==> config.mk <==
export PLATFORM = sky130hd
export DESIGN_NAME = kci_cell
export DESIGN_NICKNAME = d
export VERILOG_FILES = /design/src/rtl/core/kci_pkg.sv /design/src/rtl/core/kci_cell.sv
export SDC_FILE = /design/constraint.sdc
export NUM_CORES = 1
export LEC_CHECK = 0
export BUFFER_PORTS_ARGS = -buffer_cell sky130_fd_sc_hd__buf_2
export CAP_MARGIN = 20
export CORE_AREA = 2 2 221 223
export CTS_CLUSTER_SIZE = 8
export DETAILED_ROUTE_END_ITERATION = 16
export DIE_AREA = 0 0 223 225
export HOLD_SLACK_MARGIN = 0.06
export PLACE_DENSITY = 0.58
export SLEW_MARGIN = 10
export SYNTH_ARGS = -nofsm -noshare
export SYNTH_HDL_FRONTEND = slang
export SYNTH_SLANG_ARGS = --single-unit
export TNS_END_PERCENT = 30
==> constraint.sdc <==
create_clock -name clk -period 3 [get_ports clk]
set_input_delay 0.45 -clock clk [delete_from_list [all_inputs] [get_ports clk]]
set_output_delay 0.45 -clock clk [all_outputs]
set_load 0.03 [all_outputs]
==> src/rtl/core/kci_pkg.sv <==
package kci_pkg;

	localparam int KCI_KEYS   = 32;
	localparam int KCI_IDX_W  = $clog2(KCI_KEYS);
	localparam int KCI_CNT_W  = KCI_IDX_W + 1;
	localparam int KCI_VAL_W  = 24;
	localparam int KCI_FRAC_W = 16;
	localparam int KCI_PROD_W = KCI_VAL_W + KCI_FRAC_W;

	localparam logic [1:0] CASE_INTERP = 2'd0;
	localparam logic [1:0] CASE_BEFORE = 2'd1;
	localparam logic [1:0] CASE_AFTER  = 2'd2;
	localparam logic [1:0] CASE_EQUAL  = 2'd3;

	localparam logic OP_LOAD  = 1'b0;
	localparam logic OP_QUERY = 1'b1;

	typedef struct packed {
		logic                 vld;
		logic                 found;
		logic [1:0]           code;
		logic [KCI_CNT_W-1:0] pos;
		logic [KCI_IDX_W-1:0] lo_idx;
		logic [KCI_VAL_W-1:0] q;
		logic [KCI_VAL_W-1:0] lo_t;
		logic [KCI_VAL_W-1:0] lo_x;
		logic [KCI_VAL_W-1:0] lo_y;
		logic [KCI_VAL_W-1:0] lo_z;
		logic [KCI_VAL_W-1:0] hi_t;
		logic [KCI_VAL_W-1:0] hi_x;
		logic [KCI_VAL_W-1:0] hi_y;
		logic [KCI_VAL_W-1:0] hi_z;
	} kci_tok_t;

	typedef enum logic [2:0] {
		ST_IDLE,
		ST_SEARCH,
		ST_DIV,
		ST_BLEND,
		ST_OUT
	} kci_state_t;

endpackage

==> src/rtl/core/kci_cell.sv <==
module kci_cell import kci_pkg::*; (
	input  logic                 clk,
	input  logic                 arst_n,
	input  logic                 we,
	input  logic [KCI_VAL_W-1:0] wr_t,
	input  logic [KCI_VAL_W-1:0] wr_x,
	input  logic [KCI_VAL_W-1:0] wr_y,
	input  logic [KCI_VAL_W-1:0] wr_z,
	input  logic [KCI_CNT_W-1:0] n,
	input  kci_tok_t             tok_in,
	output kci_tok_t             tok_out
);

	logic [KCI_VAL_W-1:0] t_q, x_q, y_q, z_q;
	kci_tok_t             nxt;
	kci_tok_t             tok_q;
	logic                 vld_q;

	always_ff @(posedge clk) begin
		if (we) begin
			t_q <= wr_t;
			x_q <= wr_x;
			y_q <= wr_y;
			z_q <= wr_z;
		end
	end

	always_comb begin
		nxt = tok_in;
		nxt.pos = tok_in.pos + 1'b1;
		if (tok_in.vld && !tok_in.found && tok_in.pos < n) begin
			if (t_q > tok_in.q) begin
				nxt.found = 1'b1;
				nxt.hi_t = t_q;
				nxt.hi_x = x_q;
				nxt.hi_y = y_q;
				nxt.hi_z = z_q;
				if (tok_in.pos == '0) begin
					nxt.code = CASE_BEFORE;
					nxt.lo_idx = '0;
					nxt.lo_t = t_q;
					nxt.lo_x = x_q;
					nxt.lo_y = y_q;
					nxt.lo_z = z_q;
				end else begin
					nxt.code = (tok_in.lo_t == t_q) ? CASE_EQUAL : CASE_INTERP;
				end
			end else begin
				nxt.lo_idx = tok_in.pos[KCI_IDX_W-1:0];
				nxt.lo_t = t_q;
				nxt.lo_x = x_q;
				nxt.lo_y = y_q;
				nxt.lo_z = z_q;
			end
		end
	end

	always_ff @(posedge clk or negedge arst_n) begin
		if (!arst_n) begin
			vld_q <= 1'b0;
		end else begin
			vld_q <= nxt.vld;
		end
	end

	always_ff @(posedge clk) begin
		tok_q <= nxt;
	end

	always_comb begin
		tok_out = tok_q;
		tok_out.vld = vld_q;
	end

endmodule

# [Yosys cells after proc, flatten, opt, wreduce, memory -nomap -nowiden]
# Index checks and enable logic that the tools add are counted.
# Widths: inputs -> output; s select.
[totals] output_inout_bits=231 elab_cells=37 inputBits=336 register_bits=327
[op_classes] n_mux=11 n_eq_ne=1 addsub=1 n_lt_le_gt_ge=2 reduce_logical=4
[op_table] cell="$mux 96" count=3
[op_table] cell="$mux 192" count=1
[op_table] cell="$eq 24x24->1" count=1
[op_table] cell="$gt 24x24->1" count=1
[op_table] cell="$mux 5" count=3
[op_table] cell="$add 6x1->6 const B" count=1
[op_table] cell="$logic_not 6->1" count=1
[op_table] cell="$lt 6x6->1" count=1
[op_table] cell="$mux 3" count=2
[op_table] cell="$mux 2" count=2
[op_table] cell="$logic_and 1x1->1" count=2
[op_table] cell="$logic_not 1->1" count=1

# [Logic depth before layout (Yosys ltp)]
[depth] word_depth=5 ltp_mapped=11 mapped_depth_nobuf=8

# [Worst setup path before layout]
# Ideal clock, no wire load.
[synth_path] path_kind="input to register" start="input tok_in[214] (netlist name)" end="register tok_q, in the netlist tok_out[87]" slack_ps=282 t_required_ps=2879 path_buffers=3 stages=11 arrival_ps=2596 setup_ps=121 cell_sequence="inv_1 ha_1 nand4_2 or4_1 a311o_1 o211ai_2 nand3b_1 buf_2 buf_6 buf_6 mux2_4"
[synth_rtl] item="start, declared" line_no="kci_cell.sv:10" text="input kci_tok_t tok_in,"
[synth_rtl] item="end signal, assigned" line_no="kci_cell.sv:67" text="tok_q <= nxt;"
[synth_rtl] item="end, declared" line_no="kci_cell.sv:16" text="kci_tok_t tok_q;"

==> results.md <==
- Int Pwr: 8.63 mW
- CTS tree: built
- Area of the multi-input gates: 0.00345 sq mm
- Largest net degree at the start of global routing: 63
- Total Routing Usage GR: 14.3%
- Grt total ovfl: 0
- Synth unique cells: 37
- DR vias: 8525
- Critical Path Start Type: primary input
- Seq/Total Area, Yosys: 67.5%
- H-tree Lvls: 2
- Site Rows: 80
- Synth Cell Area: 0.0111 sq mm
- Remaining routing DRC violations: 0
- Tmin final: 2.99 ns
- Final Hold Viols: 0
- Drt initial violations: 313
- CTS buffer count: 46
- Fin crit share: 99.6%
- Cells after synthesis: 710
- Share of layout cells above drive strength 1: 59.2%
- Count of final setup violators: 0
- Area growth syn-to-layout: 60.5%
- RSZ-0062 raised after global routing: yes
- DP HPWL: 28600 um
- Worst-Margin Slew: 0.621 ns
- Core box area: 0.0475 sq mm
- Min-delay worst type: primary input to register
- Port bufs: 566
- P_sw: 3.03 mW
- Final TNS setup: 0 ns
- WL final: 38700 um
- Skew-Pair Late Insertion Delay: 0.55 ns
- Bufs on Longest Clock Path: 3
- Most Used Layer, Global Route: met2
- Kind of critical path: primary input to register
- Met3 usage: 4.21%
- Die H: 225 um
- Clk sinks: 327
- Status: complete, no violations
- Pins Over Slew Limit: 0
- CP endpoint kind: register
- Worst path arrival time: 3.42 ns
- Top-level I/O count: 567
- Syn nets: 1077
- Power, Total: 11.7 mW
- Starting density of the core: 23.4%
- First-pass GRT wire length: 54200 um
- Peak VDD IR: 0.000470 V
- Via/cell ratio: 4.03
- Final GP Congestion: 0.854
- Synth warn: 0
- GRT met2 Usage: 24.7%
- Sw Ratio: 26.0%
- PwrDens: 653 mW/mm^2
- Die Wd: 223 um
- Flops & latches, synth: 327
- Reg clk slew, reported paths: 0.05 ns
- CP max stage delay: 0.53 ns
- Worst-path maximum fanout: 7
- Buf/Inv on CP: 5
- Clk network pwr share: 40.6%
- Critical path data required time: 3.43 ns
- Max Cap Viol: 0
- Largest area contributor in the netlist: dfxtp_1
- Drt pass-1 iters: 4
- Top cell type's share of synthesized area: 41.4%
- Clock Skew: 0.0274 ns
- Sequential power share: 43.6%
- Syn_area_per_cell: 15.7 sq um
- Synth area leaders: dfxtp_1 (41%), edfxtp_1 (26%), mux2_2 (19%)
- Post-route ant nets: 0
- Ys flop type: dfxtp_1
- Fill cell count: 4597
- Comb pwr share: 15.9%
- Die area: 0.0502 sq mm
- EDFF count, synth: 96
- Synth async-reset ratio: 0.306%
- Clk root buf: clkbuf_16
- Vias in the first global route: 9066
- Slowest stage cell, crit path: dlygate4sd3_1
- Final #Nets: 1838
- CP cell instances: dlygate4sd3_1 -> buf_2 -> inv_2 -> ha_4 -> nand4_1 -> or4_4 -> a311o_1 -> o211ai_2 -> a31oi_4 -> clkbuf_16 -> buf_12 -> mux2_4
- Fmax achieved: 0.335 GHz
- Max-slew headroom: 58.3%
- Leak: 8.08 nW
- Drt wl/cell: 18.3 um
- Cell family with most CP delay: buffers and inverters
- Initial antenna violation count: 4
- FF/Latch Area: 0.00751 sq mm
- GRT met1 Usage: 17.0%
==> final cells by class <==
class                   count  area share (%)
diodes                      1          0.0140
clock buffers              77            7.22
clock inverters             1          0.0491
inverters                  36           0.757
multi-input cells         324            19.3
flip-flops and latches    327            42.1
well taps                 615            4.31
repair buffers            736            26.2
==> sequential cells by signal (all words and copies together) (netlist names) <==
signal and flops:
t_q 24, x_q 24, vld_q 1, y_q 24, z_q 24, tok_out 230
==> stage by stage <==
step	setup WS (ns)	hold WS (ns)	std cells	util [%]	cell area, sq um
3_5_place_dp	-0.101	0.226	1915	31.7	15000
6_report	0.0112	0.0957	2117	37.6	17900
5_1_grt	-0.0481	0.0641	2117	37.6	17900
2_1_floorplan	0.282	0.154	710	-	11100
3_3_place_gp	-0.0865	0.225	1915	31.7	15000
4_1_cts	-0.00793	0.0605	2105	36.8	17500
==> power groups by stage <==
stage,registers [mW],clock network (mW),logic (mW)
detailed placement,5.16,0,1.65
finish,5.08,4.73,1.85
global placement,5.17,0,1.63
global route,5.11,5.04,1.96
floorplan,5.62,0,0.425
CTS,5.08,4.87,1.78
==> cell families after synthesis <==
kind of cell	Yosys count	share of synthesized area, %
compound gates	31	1.98
xor+xnor	28	2.20
fa+ha+maj	31	3.49
buf+inv	59	2.90
flops	327	67.5
mux	194	19.9
simple gates	40	1.98
==> synthesized netlist by cell type, types with 2 or more instances <==
cell type / n
dfxtp_1: 230
mux2_2: 185
edfxtp_1: 96
inv_1: 36
ha_1: 31
xnor2_1: 19
buf_6: 11
a21oi_1: 9
buf_2: 9
mux2_4: 9
nand2_1: 9
xor2_1: 9
nand3_1: 8
nand4_1: 7
a21o_1: 5
nor4_1: 5
o2bb2ai_1: 5
a211oi_1: 2
a31oi_1: 2
and3_1: 2
buf_4: 2
nand2b_1: 2
nor2_1: 2
o21ai_0: 2
==> placed cells by master (no fill, tap or decap), types with 7 or more instances in the layout <==
master         synthesis  layout
nand3_1                8       8
dlygate4sd3_1          0     107
nand2_1                9       9
xnor2_1               19      19
buf_2                  9     561
buf_12                 0      11
xor2_1                 9       9
a21oi_1                9       9
edfxtp_1              96      96
ha_1                  31      22
clkbuf_1               1      30
mux2_2               185     183
inv_1                 36      34
buf_4                  2      44
nand4_1                7       7
clkbuf_16              0      53
ha_4                   0       9
dfxtp_1              230     230
mux2_4                 9      11
==> layer usage <==
layer | vias to the layer above | share of wire, %
met1 | 4059 | 41
met4 | 2 | 2.7
li1 | 4057 | -
met5 | - | 0.028
met3 | 66 | 6.5
met2 | 341 | 50
==> worst paths after layout <==
| kind | from | end | slack, ns | depth (start not counted) |
|---|---|---|---|---|
| setup / recovery | tok_in[202] | tok_out[129] | 0.01 | 12 |
| hold / removal | wr_x[19] | x_q[19] | 0.1 | 1 |
| setup reg to reg | t_q[23] | tok_out[129] | 0.02 | 9 |
| hold reg to reg | z_q[15] | tok_out[15] | 0.49 | 1 |
| max in group asynchronous | arst_n | vld_q | 2.70 | 2 |
| min in group asynchronous | arst_n | vld_q | 0.22 | 2 |
==> timing repair <==
action | in CTS | in global routing
buffers inserted | 4 | 8
endpoints found under the setup margin | 151 | 180
pin swaps | 1 | 12
gates cloned | 0 | 7
hold endpoints to repair | 108 | 0
hold buffers | 108 | 0
gates resized for setup | 3 | 26
(Power assumes the default switching activity.)
