[config.mk]
export PLATFORM = sky130hd
export DESIGN_NAME = kci_div
export DESIGN_NICKNAME = d
export VERILOG_FILES = /design/src/rtl/core/kci_pkg.sv /design/src/rtl/core/kci_div.sv
export SDC_FILE = /design/constraint.sdc
export NUM_CORES = 1
export LEC_CHECK = 0
export ABC_AREA = 0
export BUFFER_PORTS_ARGS = -buffer_cell sky130_fd_sc_hd__buf_2
export CORE_ASPECT_RATIO = 0.9
export CORE_MARGIN = 2
export CORE_UTILIZATION = 39
export DETAILED_ROUTE_END_ITERATION = 10
export PLACE_DENSITY = 0.63
export SETUP_SLACK_MARGIN = 0.05
export SYNTH_ARGS = -nofsm -noshare
export SYNTH_HDL_FRONTEND = slang
export SYNTH_SLANG_ARGS = --single-unit
[constraint.sdc]
create_clock -name clk -period 2.8 [get_ports clk]
set_input_delay 0.14 -clock clk [delete_from_list [all_inputs] [get_ports clk]]
set_output_delay 0.14 -clock clk [all_outputs]
set_load 0.01 [all_outputs]
[src/rtl/core/kci_pkg.sv]
package kci_pkg;

	localparam int KCI_KEYS   = 32;
	localparam int KCI_IDX_W  = $clog2(KCI_KEYS);
	localparam int KCI_CNT_W  = KCI_IDX_W + 1;
	localparam int KCI_VAL_W  = 24;
	localparam int KCI_FRAC_W = 16;
	localparam int KCI_PROD_W = KCI_VAL_W + KCI_FRAC_W;

	localparam logic [1:0] CASE_INTERP = 2'd0;
	localparam logic [1:0] CASE_BEFORE = 2'd1;
	localparam logic [1:0] CASE_AFTER  = 2'd2;
	localparam logic [1:0] CASE_EQUAL  = 2'd3;

	localparam logic OP_LOAD  = 1'b0;
	localparam logic OP_QUERY = 1'b1;

	typedef struct packed {
		logic                 vld;
		logic                 found;
		logic [1:0]           code;
		logic [KCI_CNT_W-1:0] pos;
		logic [KCI_IDX_W-1:0] lo_idx;
		logic [KCI_VAL_W-1:0] q;
		logic [KCI_VAL_W-1:0] lo_t;
		logic [KCI_VAL_W-1:0] lo_x;
		logic [KCI_VAL_W-1:0] lo_y;
		logic [KCI_VAL_W-1:0] lo_z;
		logic [KCI_VAL_W-1:0] hi_t;
		logic [KCI_VAL_W-1:0] hi_x;
		logic [KCI_VAL_W-1:0] hi_y;
		logic [KCI_VAL_W-1:0] hi_z;
	} kci_tok_t;

	typedef enum logic [2:0] {
		ST_IDLE,
		ST_SEARCH,
		ST_DIV,
		ST_BLEND,
		ST_OUT
	} kci_state_t;

endpackage

[src/rtl/core/kci_div.sv]
module kci_div import kci_pkg::*; (
	input  logic                  clk,
	input  logic                  arst_n,
	input  logic                  start,
	input  logic [KCI_VAL_W-1:0]  rem_init,
	input  logic [KCI_VAL_W-1:0]  den,
	output logic                  done,
	output logic [KCI_FRAC_W-1:0] quot
);

	localparam int CW = $clog2(KCI_FRAC_W);

	logic                  run_q, done_q;
	logic [CW-1:0]         cnt_q;
	logic [KCI_VAL_W-1:0]  rem_q, den_q;
	logic [KCI_FRAC_W-1:0] quot_q;
	logic [KCI_VAL_W:0]    trial;
	logic                  ge;

	assign trial = {rem_q, 1'b0};
	assign ge = trial >= {1'b0, den_q};

	always_ff @(posedge clk or negedge arst_n) begin
		if (!arst_n) begin
			run_q <= 1'b0;
			done_q <= 1'b0;
			cnt_q <= '0;
		end else begin
			done_q <= 1'b0;
			if (start) begin
				run_q <= 1'b1;
				cnt_q <= '0;
			end else if (run_q) begin
				cnt_q <= cnt_q + 1'b1;
				if (cnt_q == CW'(KCI_FRAC_W - 1)) begin
					run_q <= 1'b0;
					done_q <= 1'b1;
				end
			end
		end
	end

	always_ff @(posedge clk) begin
		if (start) begin
			rem_q <= rem_init;
			den_q <= den;
		end else if (run_q) begin
			rem_q <= ge ? KCI_VAL_W'(trial - {1'b0, den_q}) : trial[KCI_VAL_W-1:0];
			quot_q <= {quot_q[KCI_FRAC_W-2:0], ge};
		end
	end

	assign done = done_q;
	assign quot = quot_q;

endmodule

# After elaboration in Yosys (flattened, before gate mapping)
# Cells that the tools add are included.
word_totals:
  inputBits: 51
  ff_bits: 70
  out_inout_bits: 17
  wordCells: 24
classes:
  bitwise: 1
  n_eq_ne: 1
  reduce_logical: 2
  magnitude_cmp: 1
  n_addsub: 2
  n_mux: 11
op_table:
  columns: ["op", "count"]
  rows:
  - ["$mux 24", 3]
  - ["$ge 25x24->1", 1]
  - ["$sub 24x24->24", 1]
  - ["$mux 4", 2]
  - ["$mux 1", 6]
  - ["$add 4x1->4 const B", 1]
  - ["$eq 4x4->1 const B", 1]
  - ["$reduce_and 2->1", 1]
  - ["$reduce_bool 2->1", 1]
  - ["$not 1->1", 1]

# Depth between registers and ports, before layout
# Gate-level depths: netlist (run 1).
depth:
  depth_word: 4
  depth_mapped: 12
  ltp_nobuf: 10

# Worst setup path after synthesis (run 1)
# Ideal clock, no wire load.
synth_path:
  kind: "register to register"
  startpoint: "register rem_q[0]"
  endpoint: "register rem_q[15], data pin"
  path_stages_with_launch: 11
  required_time_ps: 2531
  path_slack_ps: 58
  synth_period_minus_slack_ps: 2742
  arrival_time_ps: 2473
  path_buffers: 1
  path_cell_list: "edfxtp_1 ha_1 nor2b_1 o31a_1 o311a_4 o31ai_1 o21ai_1 a21boi_2 buf_4 mux2i_1 o21ai_0"
synth_via:
  elab_chain_len: 4
  word_cells_on_any_way: 5
synth_rtl:
  columns: ["element", "line", "text"]
  rows:
  - ["start: declaration", "kci_div.sv:15", "logic [KCI_VAL_W-1:0] rem_q, den_q;"]
  - ["start signal: assignment", "kci_div.sv:45", "rem_q <= rem_init;"]
  - ["start signal: assignment", "kci_div.sv:48", "rem_q <= ge ? KCI_VAL_W'(trial - {1'b0, den_q}) : trial[KCI_VAL_W-1:0];"]
  - ["$sub 24x24->24 or $ge 25x24->1 (tied branches)", "kci_div.sv:48, kci_div.sv:21", null]
  - ["$mux 24 *", "kci_div.sv:48", null]
  - ["$mux 24 *", "kci_div.sv:47", "end else if (run_q) begin"]
  - ["$mux 24 *", "kci_div.sv:44", "if (start) begin"]
# Every way passes the cells marked *; elsewhere a longest branch is shown, timed or not. The select of a mux whose other input is x is not followed.
# A chain may end at the register's enable or synchronous reset.

# Final worst setup path (run 1)
layout_path:
  startpoint: "register den_q[1]"
  endpoint: "register rem_q[19], data pin"
layout_via:
  elab_chain_len: 4
  word_cells_on_any_way: 5
layout_rtl:
  columns: ["element", "line", "text"]
  rows:
  - ["start: declaration", "kci_div.sv:15", null]
  - ["start signal: assignment", "kci_div.sv:46", "den_q <= den;"]
  - ["$sub 24x24->24 or $ge 25x24->1 (tied branches)", "kci_div.sv:48, kci_div.sv:21", null]
  - ["$mux 24 *", "kci_div.sv:48", null]
  - ["$mux 24 *", "kci_div.sv:47", null]
  - ["$mux 24 *", "kci_div.sv:44", null]
# Marks and branches as above.

==> summary.txt, run 1 <==
drt wl/cell - 15.5 microns
top_reg_cell synth - edfxtp_1
most frequent cells in the layout - buf_2 (67), edfxtp_1 (64), buf_4 (37), nand2_1 (35), inv_1 (26)
pin count of the biggest net entering global routing - 37
worst min path class - input port to flip-flop
total power - 0.00666 W
register area - 2070 sq um
GRT Max-Usage Layer - met2
Clock Sinks - 70
final setup vio count - 5
fin nets - 584
Ports - 68
Die Y-Extent - 101 microns
M2 GR Usage - 28.6%
first-pass GRT wire length - 15.5 mm
GR Util met3 - 4.87%
H-Tree Depth - 3
Total Wirelength - 9.97 mm
FFs w/ async S/R, synth - 8.57%
Final Util - 58.4%
share of post-route cells with drive strength above 1 - 36.5%
endpoint class of the critical path - flip-flop
Buffers & Inverters on Critical Path - 1
mapped cell area - 4040 sq um
worst vdd ir - 578 uV
Fin Setup TNS - -119 ps
Post-Syn Nets - 446
distinct cell type count after synthesis - 56
Max Transition Viols Final - 0
critical path peak fanout - 3
hpwl dp - 6.37 mm
Detail Route Antenna Nets - 0
Avg Cell Area, Syn - 10.9 sq um
Fin. Hold Viols - 0
worst path required time - 2980 ps
via-per-instance ratio - 5.18
fill count - 837
Startpoint Class - flip-flop
drt first pass iters - 4
Top delay family on crit path - compound AO/OA/AOI/OAI gates
FF+latch count, synth - 70
pwr dens - 1120 nW/um^2
critical path class - flip-flop to flip-flop
Worst-Skew Late Latency - 340 ps
commonest non-fill, non-tap cell in the layout - buf_2
Seq/Total Area, Yosys - 51.3%
std cell rows - 35
worst setup margin - -59.7 ps
diode count - 0
EDFF count, synth - 64
Tcrit/Tclk final - 102%
status - finished with violations
Total Routing Usage GR - 17.5%
Max-Cap Viols - 0
chip width - 111 microns
area delta synth->final - 47.0%
clock skew - 6.37 ps
total CTS buffers - 9
area of the multi-input gates - 2100 sq um
failing checks - setup timing
YS warnings - 0
Pleak - 2.50 nW
Arr. time, crit path - 3040 ps
antenna violations before repair - 0
minimum clock period - 2860 ps
Port Buffers - 67
CTS clk-pin slew, worst paths - 60 ps
Die ar. - 11200 sq um
vias in the first global route - 3247
initial drt markers - 153
max incr delay on CP - 500 ps
fmax - 350 MHz
Worst slew margin - 42.1%
via count - 3320
Worst-Margin Slew - 868 ps
Starting Density - 39.7%
core area - 10200 sq um
Max clock buf depth - 2
unrepaired setup endpoints after global routing - yes
design area - 5940 sq um
# DRC - 0
CTS tree - yes
Root Buffer Master - clkbuf_16
RePlAce Congestion - 0.853
Setup WS pre-CTS - -154 ps
met1 Usage GRT - 22.0%
grt ovf - 0
Crit-path slowest cell - or4b_1
cell count after synthesis - 369
CP Cell Sequence - inv_2, ha_4, nor2b_4, o31a_1, o311a_4, o31ai_4, o21ai_2, or4b_1, a31o_1, a31oi_1
placed cell areas - 4730 sq um
## state kept, by name (all words and copies together) (netlist names)
signal and count:
rem_q 24, den_q 24, done 1, run_q 1
quot 16, cnt_q 4
## logic make-up (layout without fill, tap and decap cells)
family	after synthesis	count (layout)	synth area share (%)
AO/OA/AOI/OAI	87	87	16.0
flip-flops	70	70	51.3
AND/OR/NAND/NOR	113	113	13.8
XOR/XNOR	22	22	4.77
multiplexers	6	6	1.52
buffers and inverters	45	188	4.40
adder cells (fa/ha/maj)	26	26	8.24
## cells in the mapped netlist, drive strengths merged, types with 2 or more instances
cell	number	area share [%]
a21boi	2	0.46
o31ai	4	1.1
mux2i	5	1.2
edfxtp	64	48
nor3b	3	0.56
clkbuf	11	1.0
xor2	10	2.2
nand2b	5	0.77
o41ai	3	0.65
o311ai	12	2.6
xnor2	12	2.6
or2	5	0.77
nor2	20	1.9
inv	29	2.7
buf	5	0.68
ha	25	7.7
nor2b	6	0.93
or3	2	0.31
o31a	2	0.43
nor3	5	0.62
o21ai	17	2.2
a21o	4	0.74
o211ai	3	0.56
a211o	4	0.87
nand4	4	0.62
nand3	21	2.6
a31oi	4	0.62
a21oi	16	2.0
nand2	35	3.3
dfrtp	6	3.7
o21a	5	0.93
## tightest hold or removal path, cell delays in order
cell,delay [ps]
buf_2,80
nand2_1,50
nand3_1,70
## per-stage QoR
| stage | hold WS (ps) | instances |
|---|---|---|
| finish | 96.2 | 641 |
| floorplan | -156 | 369 |
| global route | 103 | 641 |
| global placement | -35.3 | 578 |
| CTS | 82.3 | 632 |
| detailed placement | -29.2 | 578 |
## power by group
part | leakage, nW | internal [W] | total [W] | switching (W)
registers | 0.727 | 0.00145 | 0.00162 | 0.000167
logic | 1.60 | 0.00193 | 0.00363 | 0.00170
clock network | 0.176 | 0.000964 | 0.00142 | 0.000451
## what timing repair did
item / 4_1_cts / 5_1_grt
pin swaps: 10 / 28
hold endpoints to repair: 30 / 0
endpoints found under the setup margin: 23 / 25
gates cloned: 3 / 1
hold buffers: 25 / 0
buffers inserted: 10 / 10
gates resized for setup: 22 / 55
## path summary, 6_finish.rpt
path	cells past startpoint	end	slack, ps	start
worst max-delay path	10	rem_q[19]	-60	den_q[1]
worst min-delay path	3	rem_q[3]	100	rem_init[3]
worst max register to register	10	rem_q[19]	-60	den_q[1]
worst min register to register	0	quot[7]	450	quot[6]
max in group asynchronous	2	cnt_q[3]	2510	arst_n
min in group asynchronous	2	run_q	150	arst_n
## routing by layer
metal / up-vias / routed length, microns
li1: 1653 / -
met3: 16 / 490
met1: 1550 / 4490
met5: - / 0
met2: 101 / 4760
met4: 0 / 219
## area by class of cell
cell class	instances	share of cell area, %
clock buffer	9	3.79
multi-input combinational	254	35.5
inverter	29	1.83
tap	129	2.72
sequential	70	34.9
clock inverter	7	2.45
timing repair buffer	143	18.8
Power figures use the tool's default switching activity.
==> inputs of run 2 (changes only) <==
--- a/config.mk
+++ b/config.mk
@@ -6,12 +6,13 @@
 export NUM_CORES = 1
 export LEC_CHECK = 0
 export ABC_AREA = 0
-export BUFFER_PORTS_ARGS = -buffer_cell sky130_fd_sc_hd__buf_2
+export BUFFER_PORTS_ARGS = -buffer_cell sky130_fd_sc_hd__buf_4
 export CORE_ASPECT_RATIO = 0.9
 export CORE_MARGIN = 2
 export CORE_UTILIZATION = 39
 export DETAILED_ROUTE_END_ITERATION = 10
 export PLACE_DENSITY = 0.63
+export RECOVER_POWER = 100
 export SETUP_SLACK_MARGIN = 0.05
 export SYNTH_ARGS = -nofsm -noshare
 export SYNTH_HDL_FRONTEND = slang
==> summary.txt, run 2 (synthesis gave the netlist of run 1 again) <==
pwr dens - 1060 nW/um^2 (-5.4%)
max incr delay on CP - 500 ps (about the same)
first-pass GRT wire length - 15.6 mm (+0.72%)
Root Buffer Master - clkbuf_16
drt wl/cell - 15.5 microns (about the same)
Starting Density - 39.7% (unchanged)
pin count of the biggest net entering global routing - 46 (+24%)
Die ar. - 11200 sq um (unchanged)
hpwl dp - 6.36 mm (-0.23%)
Max-Cap Viols - 0 (unchanged)
register area - 2070 sq um (unchanged)
endpoint class of the critical path - flip-flop
Hold Startpoint - rem_init[20]
antenna violations before repair - 0 (unchanged)
worst setup margin - -38.5 ps (+21.3 ps)
Max clock buf depth - 2 (unchanged)
failing checks - setup timing
R2R Path End - rem_q[19]
placed cell areas - 4900 sq um (+3.5%)
minimum clock period - 2840 ps (-21.3 ps)
clock skew - 7.66 ps (+1.29 ps)
Worst slew margin - 50.1% (+8.0 points)
worst path required time - 2980 ps (about the same)
Total Routing Usage GR - 17.5% (+0.054 points)
via-per-instance ratio - 5.19 (+0.17%)
Clock Sinks - 70 (unchanged)
critical path peak fanout - 4 (+1)
critical path class - flip-flop to flip-flop
Detail Route Antenna Nets - 0 (unchanged)
diode count - 0 (unchanged)
Worst-Skew Late Latency - 340 ps (about the same)
fmax - 352 MHz (+0.75%)
via count - 3284 (-1.1%)
status - finished with violations
core area - 10200 sq um (unchanged)
grt ovf - 0 (unchanged)
worst vdd ir - 621 uV (+7.5%)
final setup vio count - 1 (-4)
Worst-Margin Slew - 748 ps (-120 ps)
Die Y-Extent - 101 microns (unchanged)
Hold Path Cell Cnt - 3 (unchanged)
Max Transition Viols Final - 0 (unchanged)
Total Wirelength - 9.83 mm (-1.3%)
most frequent cells in the layout - buf_4 (99), edfxtp_1 (64), nand2_1 (35), inv_1 (28), dlygate4sd3_1 (25)
Hold Path End - rem_q[20]
std cell rows - 35 (unchanged)
chip width - 111 microns (unchanged)
unrepaired setup endpoints after global routing - yes
fill count - 869 (+3.8%)
area delta synth->final - 45.8%
area of the multi-input gates - 2050 sq um (-2.8%)
Ports - 68 (unchanged)
CTS clk-pin slew, worst paths - 60 ps (about the same)
vias in the first global route - 3208 (-1.2%)
Arr. time, crit path - 3020 ps (-20 ps)
CTS tree - yes
fin nets - 576 (-1.4%)
setup slack, reg-to-reg - -40 ps (+20 ps)
Pleak - 2.48 nW (-1.1%)
Fin. Hold Viols - 0 (unchanged)
Worst R2R Path Depth - 10 (unchanged)
share of post-route cells with drive strength above 1 - 33.3% (-3.2 points)
commonest non-fill, non-tap cell in the layout - buf_4
initial drt markers - 183 (+20%)
RePlAce Congestion - 0.862 (+0.97%)
reg-to-reg startpoint - rem_q[9]
# DRC - 0 (unchanged)
drt first pass iters - 4 (unchanged)
worst min path class - input port to flip-flop
Port Buffers - 67 (unchanged)
CP Cell Sequence - ha_4, a21oi_1, o21ai_0, a211o_1, buf_4, o31ai_4, o21ai_2, or4b_1, a31o_1, a31oi_1
Tcrit/Tclk final - 101% (-0.76 points)
design area - 5890 sq um (-0.84%)
H-Tree Depth - 3 (unchanged)
Final Util - 57.9% (-0.49 points)
Startpoint Class - flip-flop
total CTS buffers - 9 (unchanged)
Crit-path slowest cell - or4b_1
run 2: cell count changes in the layout (fill, tap and decap cells not counted), moves of 3 or more:
cell and change:
buf_2 -67, buf_4 +62, nand3_1 +4, buf_6 -3
run 2: worst max-delay path, delay by kind of cell (launching register included):
kind / cells / cell delay, ps
simple gates: 1 / 500
buf+inv: 1 / 160
compound gates: 7 / 1310
fa+ha+maj: 1 / 290
flops: 1 / 430
run 2: report_power, final:
| group | leakage [nW] | internal (W) | switching (W) | total, W |
|---|---|---|---|---|
| registers | 0.727 | 0.00145 | 0.000162 | 0.00161 |
| clock network | 0.149 | 0.000772 | 0.000427 | 0.00120 |
| logic | 1.60 | 0.00180 | 0.00163 | 0.00344 |
run 2: area by class of cell:
type | count | area share, %
inverters | 29 | 1.85
repair buffers | 135 | 20.1
flip-flops and latches | 70 | 35.2
clock inverters | 7 | 1.51
well taps | 129 | 2.74
clock buffers | 9 | 3.83
multi-input cells | 254 | 34.8
run 2: worst max path at each step:
stage          slack [ps]  startpoint  cells after the start        end
2_1_floorplan          60    rem_q[0]                     10  rem_q[15]
3_3_place_gp          -60    rem_q[0]                     10   rem_q[1]
3_5_place_dp         -170    rem_q[0]                     11   rem_q[8]
4_1_cts                 7    rem_q[0]                     11  rem_q[18]
5_1_grt              -150   den_q[10]                     11  rem_q[19]
6_report              -40    rem_q[9]                     10  rem_q[19]
run 2: what timing repair did:
item / in CTS / in global routing
setup endpoints to repair: 23 / 24
buffers inserted: 9 / 4
gates cloned: 2 / 2
hold endpoints to repair: 30 / 0
gates resized for setup: 27 / 34
hold buffers: 25 / 0
pin swaps: 11 / 21
run 2: metal layers:
layer / global-route usage, % / up-vias / routed length, microns
met5: 0 / - / 0
met4: 6.46 / 0 / 112
met3: 4.87 / 8 / 443
met2: 28.5 / 71 / 4740
met1: 22.7 / 1571 / 4540
li1: - / 1634 / -
run 2: through the flow:
stage / total power [W] / setup WS, ps / setup TNS, ps / hold WS [ps] / std cells
after floorplan: 0.00330 / 58.3 / 0 / -156 / 369
after global routing: 0.00661 / -146 / -305 / 99.9 / 633
after global placement: 0.00415 / -57.4 / -97.0 / -52.6 / 578
final: 0.00625 / -38.5 / -38.5 / 93.5 / 633
after detailed placement: 0.00419 / -169 / -2250 / -47.3 / 578
after CTS: 0.00585 / 7.03 / 0 / 97.5 / 629
==> inputs of run 3 (changes only) <==
--- a/config.mk
+++ b/config.mk
@@ -5,13 +5,13 @@
 export SDC_FILE = /design/constraint.sdc
 export NUM_CORES = 1
 export LEC_CHECK = 0
-export ABC_AREA = 0
+export ABC_AREA = 1
 export BUFFER_PORTS_ARGS = -buffer_cell sky130_fd_sc_hd__buf_4
 export CORE_ASPECT_RATIO = 0.9
 export CORE_MARGIN = 2
 export CORE_UTILIZATION = 39
 export DETAILED_ROUTE_END_ITERATION = 10
-export PLACE_DENSITY = 0.63
+export PLACE_DENSITY = 0.62
 export RECOVER_POWER = 100
 export SETUP_SLACK_MARGIN = 0.05
 export SYNTH_ARGS = -nofsm -noshare
==> summary.txt, run 3 <==
status - complete, no violations
YS warnings - 0 (unchanged)
Worst-Margin Slew - 1270 ps (+521 ps)
worst min path class - input port to flip-flop
Max-Cap Viols - 0 (unchanged)
Total Routing Usage GR - 19.7% (+2.1 points)
antenna violations before repair - 0 (unchanged)
fmax - 397 MHz (+13%)
Startpoint Class - flip-flop
post-CTS setup buffers - 0 (-9)
grt ovf - 0 (unchanged)
Tcrit/Tclk final - 90.1% (-11 points)
most instantiated library cell after synthesis - nand2_1
initial drt markers - 268 (+46%)
first-pass GRT wire length - 19.9 mm (+28%)
top-area cell type share of the netlist area - 40.1% (-7.5 points)
H-Tree Depth - 3 (unchanged)
drt wl/cell - 13.2 microns (-15%)
total CTS buffers - 9 (unchanged)
drt first pass iters - 5 (+1)
GRT Max-Usage Layer - met2
Post-Syn Nets - 724 (+62%)
FF+latch count, synth - 70 (unchanged)
cell count after synthesis - 647 (+75%)
EDFF count, synth - 64 (unchanged)
final setup vio count - 0 (-1)
M2 GR Usage - 30.4% (+1.9 points)
mapped cell area - 4790 sq um (+19%)
worst setup margin - 278 ps (+316 ps)
FFs w/ async S/R, synth - 8.57% (unchanged)
Total Wirelength - 12.0 mm (+22%)
# DRC - 0 (unchanged)
Pleak - 3.07 nW (+24%)
CTS clk-pin slew, worst paths - 60 ps (about the same)
Top delay family on crit path - simple AND/OR/NAND/NOR gates
pwr dens - 892 nW/um^2 (-16%)
CTS tree - yes
std cell rows - 38 (+8.6%)
synth top area cells - edfxtp_1 (40%), nand2_1 (19%), inv_1 (10%)
Arr. time, crit path - 2610 ps (-410 ps)
Die Y-Extent - 109 microns (+8.6%)
Post-synth top cells - nand2_1 (245), inv_1 (130), edfxtp_1 (64)
vias in the first global route - 4136 (+29%)
Fin Setup TNS - 0 ps (+38.5 ps)
critical path peak fanout - 20 (+16)
Die ar. - 13200 sq um (+18%)
Seq/Total Area, Yosys - 43.3% (-8.1 points)
Non-Filler Instances - 909 (+44%)
Worst slew margin - 15.4% (-35 points)
core area - 12000 sq um (+18%)
GR Util met3 - 5.18% (+0.31 points)
worst path required time - 2890 ps (-90 ps)
chip width - 121 microns (+8.6%)
top_reg_cell synth - edfxtp_1
Root Buffer Master - clkbuf_16
Fin. Hold Viols - 0 (unchanged)
Worst-Skew Late Latency - 340 ps (about the same)
fin nets - 821 (+43%)
via-per-instance ratio - 4.67 (-9.9%)
endpoint class of the critical path - flip-flop
fill count - 1195 (+38%)
Detail Route Antenna Nets - 0 (unchanged)
Port Buffers - 67 (unchanged)
commonest non-fill, non-tap cell in the layout - nand2_1
RePlAce Congestion - 0.943 (+9.4%)
clock skew - 6.12 ps (-1.54 ps)
met1 Usage GRT - 27.4% (+4.7 points)
dominant cell type by area after synthesis - edfxtp_1
Crit-path slowest cell - edfxtp_1
area delta synth->final - 23.8%
Max clock buf depth - 2 (unchanged)
most used cell, CP - nand2_1
distinct cell type count after synthesis - 32 (-43%)
placed cells - 868 (+50%)
most frequent cells in the layout - nand2_1 (245), inv_1 (130), edfxtp_1 (64), nand3_1 (45), nor2_1 (32)
minimum clock period - 2520 ps (-316 ps)
max incr delay on CP - 410 ps (-90 ps)
Hold Path Cell Cnt - 3 (unchanged)
Setup WS pre-CTS - 294 ps (+464 ps)
critical path class - flip-flop to flip-flop
worst vdd ir - 475 uV (-24%)
via count - 4249 (+29%)
Max Transition Viols Final - 0 (unchanged)
pin count of the biggest net entering global routing - 28 (-39%)
diode count - 0 (unchanged)
CP Depth - 12 (+2)
Avg Cell Area, Syn - 7.40 sq um (-32%)
share of post-route cells with drive strength above 1 - 11.7% (-22 points)
Worst R2R Path Depth - 12 (+2)
Buffers & Inverters on Critical Path - 3 (+2)
Clock Sinks - 70 (unchanged)
unrepaired setup endpoints after global routing - no
Ports - 68 (unchanged)
hpwl dp - 8.85 mm (+39%)
CP Cell Sequence - ha_1, nand2_1, inv_1, nand2_1, nand2_1, inv_1, nand3_1, nand2_2, buf_4, nand4_1, nand3_1, nand2_1
Starting Density - 39.8% (+0.076 points)
## run 3: cell types whose count changed after synthesis, sizes merged, moves of 5 or more
cell    change
nand2     +213
inv       +110
nand3      +26
nand4      +26
nor2       +14
o21ai      -14
o311ai     -12
xor2        -8
clkbuf      -7
nor2b       -6
mux2i       -5
nand2b      -5
## run 3: worst register-to-register path: cells and delay by family, from the launching register on
| kind | cells | cell delay (ps) |
|---|---|---|
| adder cells (fa/ha/maj) | 1 | 370 |
| buffers and inverters | 3 | 430 |
| flip-flops | 1 | 410 |
| AND/OR/NAND/NOR | 8 | 1060 |
## run 3: final cells by class
cell class	count	area, sq um	share of cell area (%)
clock buffers	11	243	4.09
flip-flops and latches	70	2070	34.9
multi-input cells	424	2120	35.8
clock inverters	5	41.3	0.696
well taps	160	200	3.38
repair buffers	99	728	12.3
inverters	140	526	8.86
## run 3: per-layer routing
layer / wire, microns / vias to the layer above / share of wire, %
met5: 0 / - / 0
li1: - / 2225 / -
met3: 624 / 12 / 5.2
met1: 6010 / 1913 / 50
met4: 132 / 0 / 1.1
met2: 5190 / 99 / 43
## run 3: final timing paths
path                                    from         to  slack (ps)
worst max-delay path                rem_q[7]  rem_q[23]         280
worst min register to register      quot[13]   quot[14]         440
max in group asynchronous             arst_n   cnt_q[0]        2340
worst min-delay path            rem_init[20]  rem_q[20]          70
worst max register to register      rem_q[7]  rem_q[23]         280
min in group asynchronous             arst_n       done         210
## run 3: logic make-up after synthesis
kind of cell,synth area share [%]
buf+inv,12.5
fa+ha+maj,6.95
flops,43.3
compound gates,2.09
simple gates,33.0
xor+xnor,2.19
## run 3: stage by stage
step                      hold WS [ps]  utilization [%]  area (sq um)  power, W
after floorplan                   -156                -          4790   0.00354
after global placement           -50.3             45.5          5470   0.00418
after detailed placement         -47.4             45.5          5470   0.00420
after CTS                         56.6             49.9          6010   0.00533
after global routing              67.1             49.3          5930   0.00581
final                             69.6             49.3          5930   0.00529
## run 3: where the power goes
part	internal, W	leakage (nW)	switching (W)
logic	0.000970	2.21	0.00170
registers	0.00141	0.725	0.000117
clock network	0.000633	0.133	0.000455
total	0.00302	3.07	0.00228
## run 3: repair_timing
item	4_1_cts	5_1_grt
hold buffers	25	0
hold endpoints to repair	30	0
gates resized for setup	0	0
